[src/rtl/vsar_pkg.sv]
// Package for the video scroll address registers block: request codes,
// address masks, timing limits and the structs passed between modules.
// Depends on nothing.
`default_nettype none

package vsar_pkg;

   localparam int unsigned LAST_DOT           = 340;
   localparam int unsigned LAST_LINE          = 261;
   localparam int unsigned SPRITE_TABLE_DEPTH = 256;

   localparam logic [3:0] REQ_TICK     = 4'd0;
   localparam logic [3:0] REQ_CTRL_WR  = 4'd1;
   localparam logic [3:0] REQ_MASK_WR  = 4'd2;
   localparam logic [3:0] REQ_STAT_RD  = 4'd3;
   localparam logic [3:0] REQ_OAMA_WR  = 4'd4;
   localparam logic [3:0] REQ_OAMD_WR  = 4'd5;
   localparam logic [3:0] REQ_OAMD_RD  = 4'd6;
   localparam logic [3:0] REQ_SCROL_WR = 4'd7;
   localparam logic [3:0] REQ_ADDR_WR  = 4'd8;
   localparam logic [3:0] REQ_DATA_WR  = 4'd9;
   localparam logic [3:0] REQ_DATA_RD  = 4'd10;

   localparam logic [15:0] HORIZ_MASK     = 16'h041F;
   localparam logic [15:0] SCROLL_KEEP    = 16'h8C1F;
   localparam logic [15:0] CTRL_NT_KEEP   = 16'hF3FF;
   localparam logic [15:0] NT_H_BIT       = 16'h0400;
   localparam logic [15:0] NT_V_BIT       = 16'h0800;
   localparam logic [15:0] FINE_Y_ONE     = 16'h1000;
   localparam logic [8:0]  VBLANK_LINE    = 9'd241;
   localparam logic [8:0]  POST_LINE      = 9'd240;
   localparam logic [4:0]  COARSE_Y_WRAP  = 5'd29;
   localparam logic [4:0]  COARSE_Y_LAST  = 5'd31;

   typedef struct packed {
      logic [7:0]  read_byte;
      logic        nmi_out;
      logic [15:0] vmem_address;
      logic        vmem_read;
      logic        vmem_write;
      logic [8:0]  dot_now;
      logic [8:0]  line_now;
   } rsp_type;

   typedef struct packed {
      logic       wr;
      logic [7:0] ptr;
      logic [7:0] data;
   } oam_access_type;

endpackage

`default_nettype wire

[src/rtl/vsar_oam.sv]
// Sprite attribute memory with per-entry valid bits; unwritten entries read 0.
// Read data is registered on each advance. Depends on vsar_pkg.
`default_nettype none

module vsar_oam
   import vsar_pkg::*;
#(
   parameter int unsigned DEPTH = SPRITE_TABLE_DEPTH
) (
   input  wire logic           clock,
   input  wire logic           reset,
   input  wire logic           advance,
   input  wire oam_access_type oam_acc,
   output logic [7:0]          rd_data
);

   localparam int unsigned AW = $clog2(DEPTH);

   logic [7:0]       mem [DEPTH];
   logic [DEPTH-1:0] valid_ff;
   logic [7:0]       rdata_ff;
   logic             hit_ff;
   logic [AW-1:0]    idx;

   assign idx = oam_acc.ptr[AW-1:0];

   always_ff @(posedge clock) begin
      if (advance && oam_acc.wr) begin
         mem[idx] <= oam_acc.data;
      end
      if (advance) begin
         rdata_ff <= mem[idx];
      end
   end

   always_ff @(posedge clock) begin
      if (reset) begin
         valid_ff <= '0;
         hit_ff   <= 1'b0;
      end else if (advance) begin
         hit_ff <= valid_ff[idx];
         if (oam_acc.wr) begin
            valid_ff[idx] <= 1'b1;
         end
      end
   end

   assign rd_data = hit_ff ? rdata_ff : 8'd0;

endmodule

`default_nettype wire

[src/rtl/vsar_core.sv]
// Register state and next-state logic: dot/line timing, vblank, scroll
// addresses, write latch and bus strobes. Depends on vsar_pkg.
`default_nettype none

module vsar_core
   import vsar_pkg::*;
(
   input  wire logic       clock,
   input  wire logic       reset,
   input  wire logic       advance,
   input  wire logic [3:0] req_type,
   input  wire logic [7:0] data_byte,
   input  wire logic       peek,
   output rsp_type         rsp_in,
   output logic            oam_sel_in,
   output oam_access_type  oam_acc
);

   localparam logic [8:0] DOT_MAX   = 9'(LAST_DOT);
   localparam logic [8:0] LINE_MAX  = 9'(LAST_LINE);
   localparam logic [8:0] DOT_Y_INC = 9'd256;
   localparam logic [8:0] DOT_H_CPY = 9'd257;
   localparam logic [8:0] DOT_FETCH = 9'd320;
   localparam logic [8:0] DOT_V_LO  = 9'd280;
   localparam logic [8:0] DOT_V_HI  = 9'd304;

   logic [8:0]  dot_ff, dot_in, line_ff, line_in, dot_adv, line_adv;
   logic [15:0] v_ff, v_in, t_ff, t_in, v_tmp, step;
   logic [2:0]  fx_ff, fx_in;
   logic        w_ff, w_in, vbl_ff, vbl_in;
   logic [7:0]  ctrl_ff, ctrl_in, mask_ff, mask_in, ptr_ff, ptr_in;
   logic        x_go;

   function automatic logic [15:0] x_step(input logic [15:0] v);
      logic [15:0] r;
      if (v[4:0] == 5'd31) begin
         r = {v[15:5], 5'd0} ^ NT_H_BIT;
      end else begin
         r = v + 16'd1;
      end
      return r;
   endfunction

   function automatic logic [15:0] y_step(input logic [15:0] v);
      logic [15:0] r;
      logic [4:0]  cy;
      r  = v;
      cy = v[9:5];
      if (v[14:12] != 3'd7) begin
         r = v + FINE_Y_ONE;
      end else begin
         r[14:12] = 3'd0;
         if (cy == COARSE_Y_WRAP) begin
            r[9:5] = 5'd0;
            r      = r ^ NT_V_BIT;
         end else if (cy == COARSE_Y_LAST) begin
            r[9:5] = 5'd0;
         end else begin
            r[9:5] = cy + 5'd1;
         end
      end
      return r;
   endfunction

   always_comb begin
      dot_adv  = (dot_ff == DOT_MAX) ? 9'd0 : dot_ff + 9'd1;
      line_adv = line_ff;
      if (dot_ff == DOT_MAX) begin
         line_adv = (line_ff == LINE_MAX) ? 9'd0 : line_ff + 9'd1;
      end
      x_go = ((dot_ff < DOT_Y_INC) || (dot_ff > DOT_FETCH)) && (dot_ff[2:0] == 3'd0);
      v_tmp = x_go ? x_step(v_ff) : v_ff;
      step  = ctrl_ff[2] ? 16'd32 : 16'd1;
   end

   always_comb begin
      dot_in  = dot_ff;
      line_in = line_ff;
      v_in    = v_ff;
      t_in    = t_ff;
      fx_in   = fx_ff;
      w_in    = w_ff;
      vbl_in  = vbl_ff;
      ctrl_in = ctrl_ff;
      mask_in = mask_ff;
      ptr_in  = ptr_ff;
      rsp_in  = '0;
      oam_sel_in   = 1'b0;
      oam_acc.wr   = 1'b0;
      oam_acc.ptr  = ptr_ff;
      oam_acc.data = data_byte;

      case (req_type)
         REQ_TICK: begin
            dot_in  = dot_adv;
            line_in = line_adv;
            if (dot_ff != 9'd0) begin
               if ((line_ff >= POST_LINE) && (line_ff < LINE_MAX)) begin
                  if ((dot_ff == 9'd1) && (line_ff == VBLANK_LINE)) begin
                     vbl_in = 1'b1;
                  end
               end else begin
                  if ((dot_ff == 9'd1) && (line_ff == LINE_MAX)) begin
                     vbl_in = 1'b0;
                  end
                  if (mask_ff[3]) begin
                     if (dot_ff == DOT_Y_INC) begin
                        v_in = y_step(v_tmp);
                     end else if (dot_ff == DOT_H_CPY) begin
                        v_in = (v_tmp & ~HORIZ_MASK) | (t_ff & HORIZ_MASK);
                     end else if ((line_ff == LINE_MAX) && (dot_ff >= DOT_V_LO)
                                  && (dot_ff <= DOT_V_HI)) begin
                        v_in = (v_tmp & HORIZ_MASK) | (t_ff & ~HORIZ_MASK);
                     end else begin
                        v_in = v_tmp;
                     end
                  end
               end
            end
         end
         REQ_CTRL_WR: begin
            ctrl_in = data_byte;
            t_in    = (t_ff & CTRL_NT_KEEP) | {4'd0, data_byte[1:0], 10'd0};
         end
         REQ_MASK_WR: begin
            mask_in = data_byte;
         end
         REQ_STAT_RD: begin
            rsp_in.read_byte = {vbl_ff, 7'd0};
            if (!peek) begin
               vbl_in = 1'b0;
               w_in   = 1'b0;
            end
         end
         REQ_OAMA_WR: begin
            ptr_in = data_byte;
         end
         REQ_OAMD_WR: begin
            oam_acc.wr = 1'b1;
            ptr_in     = ptr_ff + 8'd1;
         end
         REQ_OAMD_RD: begin
            oam_sel_in = 1'b1;
         end
         REQ_SCROL_WR: begin
            if (!w_ff) begin
               t_in  = {t_ff[15:5], data_byte[7:3]};
               fx_in = data_byte[2:0];
            end else begin
               t_in = (t_ff & SCROLL_KEEP) | {1'b0, data_byte[2:0], 2'd0,
                                               data_byte[7:3], 5'd0};
            end
            w_in = ~w_ff;
         end
         REQ_ADDR_WR: begin
            if (!w_ff) begin
               t_in = {2'd0, data_byte[5:0], t_ff[7:0]};
            end else begin
               t_in = {t_ff[15:8], data_byte};
               v_in = {t_ff[15:8], data_byte};
            end
            w_in = ~w_ff;
         end
         REQ_DATA_WR: begin
            rsp_in.vmem_address = v_ff;
            rsp_in.vmem_write   = 1'b1;
            v_in                = v_ff + step;
         end
         REQ_DATA_RD: begin
            rsp_in.vmem_address = v_ff;
            rsp_in.vmem_read    = 1'b1;
            if (!peek) begin
               v_in = v_ff + step;
            end
         end
         default: begin
         end
      endcase

      rsp_in.nmi_out  = ctrl_in[7] & vbl_in;
      rsp_in.dot_now  = dot_in;
      rsp_in.line_now = line_in;
   end

   always_ff @(posedge clock) begin
      if (reset) begin
         dot_ff  <= '0;
         line_ff <= '0;
         v_ff    <= '0;
         t_ff    <= '0;
         fx_ff   <= '0;
         w_ff    <= 1'b0;
         vbl_ff  <= 1'b0;
         ctrl_ff <= '0;
         mask_ff <= '0;
         ptr_ff  <= '0;
      end else if (advance) begin
         dot_ff  <= dot_in;
         line_ff <= line_in;
         v_ff    <= v_in;
         t_ff    <= t_in;
         fx_ff   <= fx_in;
         w_ff    <= w_in;
         vbl_ff  <= vbl_in;
         ctrl_ff <= ctrl_in;
         mask_ff <= mask_in;
         ptr_ff  <= ptr_in;
      end
   end

endmodule

`default_nettype wire

[src/rtl/video_scroll_address_registers.sv]
// Video scroll address registers: picture-unit timing and CPU register core.
// Instantiates vsar_core and vsar_oam; depends on vsar_pkg.
//
// Input channel (req_valid/req_ready): one transaction per dot tick or CPU
// register access, coded by req_type, with req_data_byte and req_peek.
// Result channel (rsp_valid/rsp_ready): exactly one result per request, in
// order: read byte, interrupt line, video memory address and strobes, and
// the dot and line counters after the request.
// Order: a request taken sits in the input register, moves to the result
// register when the core advances, and is then offered to the receiver.
// One request per cycle is sustained while the receiver does not stall;
// the state update and sprite memory read happen in the same cycle.
// When the receiver stalls, the result register holds and the input
// register still takes one more request; req_ready drops once both are full.
// Reset (synchronous, active high) clears counters, addresses, latch,
// flags, control and mask bytes, the sprite pointer, and all sprite memory
// valid bits, so the memory reads as zero until written.
// Requests are taken from the first cycle after reset.
`default_nettype none

module video_scroll_address_registers
   import vsar_pkg::*;
#(
   parameter int unsigned SPRITE_DEPTH = SPRITE_TABLE_DEPTH
) (
   input  wire logic        clock,
   input  wire logic        reset,
   input  wire logic        req_valid,
   output logic             req_ready,
   input  wire logic [3:0]  req_type,
   input  wire logic [7:0]  req_data_byte,
   input  wire logic        req_peek,
   output logic             rsp_valid,
   input  wire logic        rsp_ready,
   output logic [7:0]       rsp_read_byte,
   output logic             rsp_nmi_out,
   output logic [15:0]      rsp_vmem_address,
   output logic             rsp_vmem_read,
   output logic             rsp_vmem_write,
   output logic [8:0]       rsp_dot_now,
   output logic [8:0]       rsp_line_now
);

   logic           s1_valid_ff, rsp_valid_ff, advance;
   logic [3:0]     type_ff;
   logic [7:0]     data_ff;
   logic           peek_ff;
   rsp_type        rsp_in, rsp_ff;
   logic           oam_sel_in, oam_sel_ff;
   oam_access_type oam_acc;
   logic [7:0]     oam_data;

   assign advance   = s1_valid_ff && (!rsp_valid_ff || rsp_ready);
   assign req_ready = !s1_valid_ff || advance;

   always_ff @(posedge clock) begin
      if (reset) begin
         s1_valid_ff  <= 1'b0;
         rsp_valid_ff <= 1'b0;
      end else begin
         if (req_ready) begin
            s1_valid_ff <= req_valid;
         end
         if (advance) begin
            rsp_valid_ff <= 1'b1;
         end else if (rsp_ready) begin
            rsp_valid_ff <= 1'b0;
         end
      end
   end

   always_ff @(posedge clock) begin
      if (req_valid && req_ready) begin
         type_ff <= req_type;
         data_ff <= req_data_byte;
         peek_ff <= req_peek;
      end
      if (advance) begin
         rsp_ff     <= rsp_in;
         oam_sel_ff <= oam_sel_in;
      end
   end

   vsar_core u_core (
      .clock      (clock),
      .reset      (reset),
      .advance    (advance),
      .req_type   (type_ff),
      .data_byte  (data_ff),
      .peek       (peek_ff),
      .rsp_in     (rsp_in),
      .oam_sel_in (oam_sel_in),
      .oam_acc    (oam_acc)
   );

   vsar_oam #(
      .DEPTH (SPRITE_DEPTH)
   ) u_oam (
      .clock   (clock),
      .reset   (reset),
      .advance (advance),
      .oam_acc (oam_acc),
      .rd_data (oam_data)
   );

   assign rsp_valid        = rsp_valid_ff;
   assign rsp_read_byte    = oam_sel_ff ? oam_data : rsp_ff.read_byte;
   assign rsp_nmi_out      = rsp_ff.nmi_out;
   assign rsp_vmem_address = rsp_ff.vmem_address;
   assign rsp_vmem_read    = rsp_ff.vmem_read;
   assign rsp_vmem_write   = rsp_ff.vmem_write;
   assign rsp_dot_now      = rsp_ff.dot_now;
   assign rsp_line_now     = rsp_ff.line_now;

endmodule

`default_nettype wire

[config.mk]
export PLATFORM = sky130hd
export DESIGN_NAME = video_scroll_address_registers
export DESIGN_NICKNAME = d
export VERILOG_FILES = /design/src/rtl/vsar_pkg.sv /design/src/rtl/vsar_oam.sv /design/src/rtl/vsar_core.sv /design/src/rtl/video_scroll_address_registers.sv
export SDC_FILE = /design/constraint.sdc
export NUM_CORES = 2
export LEC_CHECK = 0
export ABC_AREA = 1
export BUFFER_PORTS_ARGS = -buffer_cell sky130_fd_sc_hd__buf_2
export CAP_MARGIN = 20
export CORE_MARGIN = 2
export CORE_UTILIZATION = 32
export DETAILED_ROUTE_END_ITERATION = 6
export GPL_ROUTABILITY_DRIVEN = 0
export PLACE_DENSITY = 0.46
export SYNTH_ARGS = -nofsm -noshare
export SYNTH_HDL_FRONTEND = slang
export SYNTH_SLANG_ARGS = --single-unit
[constraint.sdc]
create_clock -name clock -period 6.4 [get_ports clock]
set_input_delay 0.96 -clock clock [delete_from_list [all_inputs] [get_ports clock]]
set_output_delay 0.96 -clock clock [all_outputs]
set_load 0.02 [all_outputs]
==> run metrics <==
Seq cells post-synth 2430; IO buf count 63; Setup crit end u_oam.rdata_ff[5]; Worst Path Arrival 4.97 ns; DR pass1 iterations 6; vias in the first global route 63874; Fill cells 29492; Syn Nets 8398; Int Pwr 26600 uW; DRC viols 0; crit-path cells inv_8 > buf_12 > o21ai_0 > o22ai_1 > nand2_1 > a41oi_1 > a21oi_1 > nand3_1 > nor2_1 > nand2_1; Crit Path Class flip-flop to flip-flop; ratio of cells with drive above 1 in the final layout 0.0794; Worst path depth 10; Setup-failing EPs final 0; critical path endpoint category flip-flop; headroom to the max-slew limit 0.177; Yosys top cell area share 0.650; buffers plus inverters on the worst setup path 2; Post-DP HPWL 184000 um; routed length per instance 25.6 um; LEAKAGE 0.0360 uW; clk_skew 0.0640 ns; most common cell after layout, fill and taps aside edfxtp_1; Post-CTS Resized 0; Pwr Total 34000 uW; hold_sp req_data_byte[0]; Hold WC Path Type input pin to flip-flop; Slew Viols, Final 0; CP Launch Type flip-flop; CTS buffer count 278; Synth cell types 55; Slowest-stage cell, CP dfxtp_4; Rows 202; core area 303000 um2; Routed Antenna Nets 0; fin cells 12441; Placed Cells 11937; Final Hold Fails 0; Via density 5.31; ranking of synthesized cells by area edfxtp_1, nor2_1, dfxtp_1; Synth Cell Area 97400 um2; status finished clean; CTS Hold Buffers Added 0; # nets final 8274; Worst-Margin Slew 1.22 ns; VDD IR max 0.179 mV; critical path's most frequent cell nand2_1; R2R Path End u_oam.rdata_ff[5]; area of the multi-input gates 24300 um2; sequential-to-total area share from yosys stat 0.716; total of max-cap violations 0; # IOs 64; Achievable Freq 0.228 GHz; final wirelength 318000 um; storage element area 69800 um2; Setup TNS 0 ns; share of flip-flops with an asynchronous set or reset 0; Initial DRC Count 6837; Total GRT Usage 0.201; die height 556 um; Sw Pwr 7370 uW; post-route minimum period 4.38 ns; Setup Fix Bufs, Post-CTS 0; final worst slack 2.02 ns; flop2flop setup slack 2.02 ns; largest net degree at the start of global routing 197; global route overflow 0; period utilization 0.684; CTS sink count 2430; CTS tree yes; Vias 66027; sw frac 0.217; Top delay family on crit path compound AO/OA/AOI/OAI gates; root buf cell clkbuf_16; first-pass GRT wire length 460000 um; Post-synth EDFFs 2108; CP max stage delay 0.85 ns; latest clock arrival within the worst-skew pair 0.87 ns; Starting Density 0.322; Die ar. 309000 um2; RSZ-0062 raised after global routing no; WP data required 7.00 ns; antenna violations before repair 9; H-tree depth 5; most frequent cells in the layout edfxtp_1, nor2_1, o21ai_0; die width 556 um; Reg power frac 0.508; Synth-to-Final Area Change 13.1%; worst-case clock buffer depth 4; Yosys warning total 0; total power density per cell area 309 nW/um2; logic gate share of total power 0.032; hold_ws 0.293 ns; Clock power frac 0.460; FF-to-FF Start u_core.ptr_ff[0]; Worst Reg-to-Reg Cells 10; post-synthesis cell count 8363; CP startpoint u_core.ptr_ff[0]; Worst Path Max Fanout 140; most common flop cell mapped by yosys edfxtp_1; Worst-path clk slew 0.06 ns; post-synthesis area per instance 11.6 um2; Placement Setup Slack 1.59 ns; Synth area leader edfxtp_1
## synth_stat cells, types with 9 or more instances
master    number
clkbuf_1     339
buf_6         12
inv_2         25
buf_1         16
dfxtp_1      322
nor2_2        41
nor3_1        21
o21ai_0     1287
nand2_1      636
edfxtp_1    2108
nand2_2        9
a211oi_1      12
inv_1        169
a22oi_1        9
a41oi_1       24
ha_1          18
o211ai_1       9
xor2_1         9
nand3_1       64
a21oi_1      120
a221oi_1      10
a22o_1        87
nor2_1      2061
a31oi_1       14
o21ai_1       16
buf_2        160
nand4_1       79
buf_4         49
o22ai_1      580
## worst register-to-register path: stages (launching register included)
cell and delay (ns):
dfxtp_4 0.85, inv_8 0.46, buf_12 0.58, o21ai_0 0.32
o22ai_1 0.12, nand2_1 0.09, a41oi_1 0.51, a21oi_1 0.78
nand3_1 0.16, nor2_1 0.18, nand2_1 0.07
## state kept, by name, indices dropped and copies added, names as in the netlist, 8 cells and up, named ones only
| name | flops |
|---|---|
| u_core.dot_ff | 9 |
| u_core.line_ff | 9 |
| u_core.v_ff | 16 |
| data_ff | 8 |
| u_oam.mem | 2048 |
| u_oam.valid_ff | 256 |
| rsp_line_now | 9 |
| rsp_dot_now | 9 |
| rsp_vmem_address | 16 |
| u_core.ptr_ff | 8 |
| u_oam.rdata_ff | 8 |
## stage by stage
step                area (um2)  utilization
finish                  110000        0.364
global placement        101000        0.335
CTS                     110000        0.364
detailed placement      101000        0.335
floorplan                97400            -
global route            110000        0.364
## metal layers
layer	wire length, um	share of wire	track usage
met3	20700	0.065	0.0334
met4	9100	0.029	0.0579
met1	142000	0.45	0.281
met5	0	0	0
met2	147000	0.46	0.319
## power groups by stage
stage	logic [uW]	registers (uW)	clock network, uW
CTS	1080	17300	16000
finish	1070	17300	15700
floorplan	505	17700	0
detailed placement	1080	17600	0
global route	1160	17300	16600
global placement	1080	17600	0
## layout make-up
| class | count | area share |
|---|---|---|
| Sequential cell | 2430 | 0.633 |
| Timing Repair Buffer | 176 | 0.0142 |
| Multi-Input combinational cell | 5156 | 0.220 |
| Inverter | 197 | 0.00696 |
| Clock buffer | 395 | 0.0705 |
| Antenna cell | 3 | 0.0000681 |
| Clock inverter | 106 | 0.00985 |
| Tap cell | 3978 | 0.0452 |
## worst min-delay path by stage
stage,cells after the start,to,slack (ns)
CTS,1,data_ff[0],0.24
detailed placement,2,u_oam.valid_ff[129],0.45
finish,1,data_ff[0],0.29
global route,1,data_ff[0],0.26
floorplan,2,flip-flop,0.43
global placement,2,u_oam.valid_ff[5],0.44
## cells by family after synthesis
group,Yosys count,synth area share
flip-flops,2430,0.716
adder cells (fa/ha/maj),18,0.00231
buffers and inverters,777,0.0350
XOR/XNOR,10,0.000976
AO/OA/AOI/OAI,2193,0.127
AND/OR/NAND/NOR,2935,0.119
(Power assumes the default switching activity.)
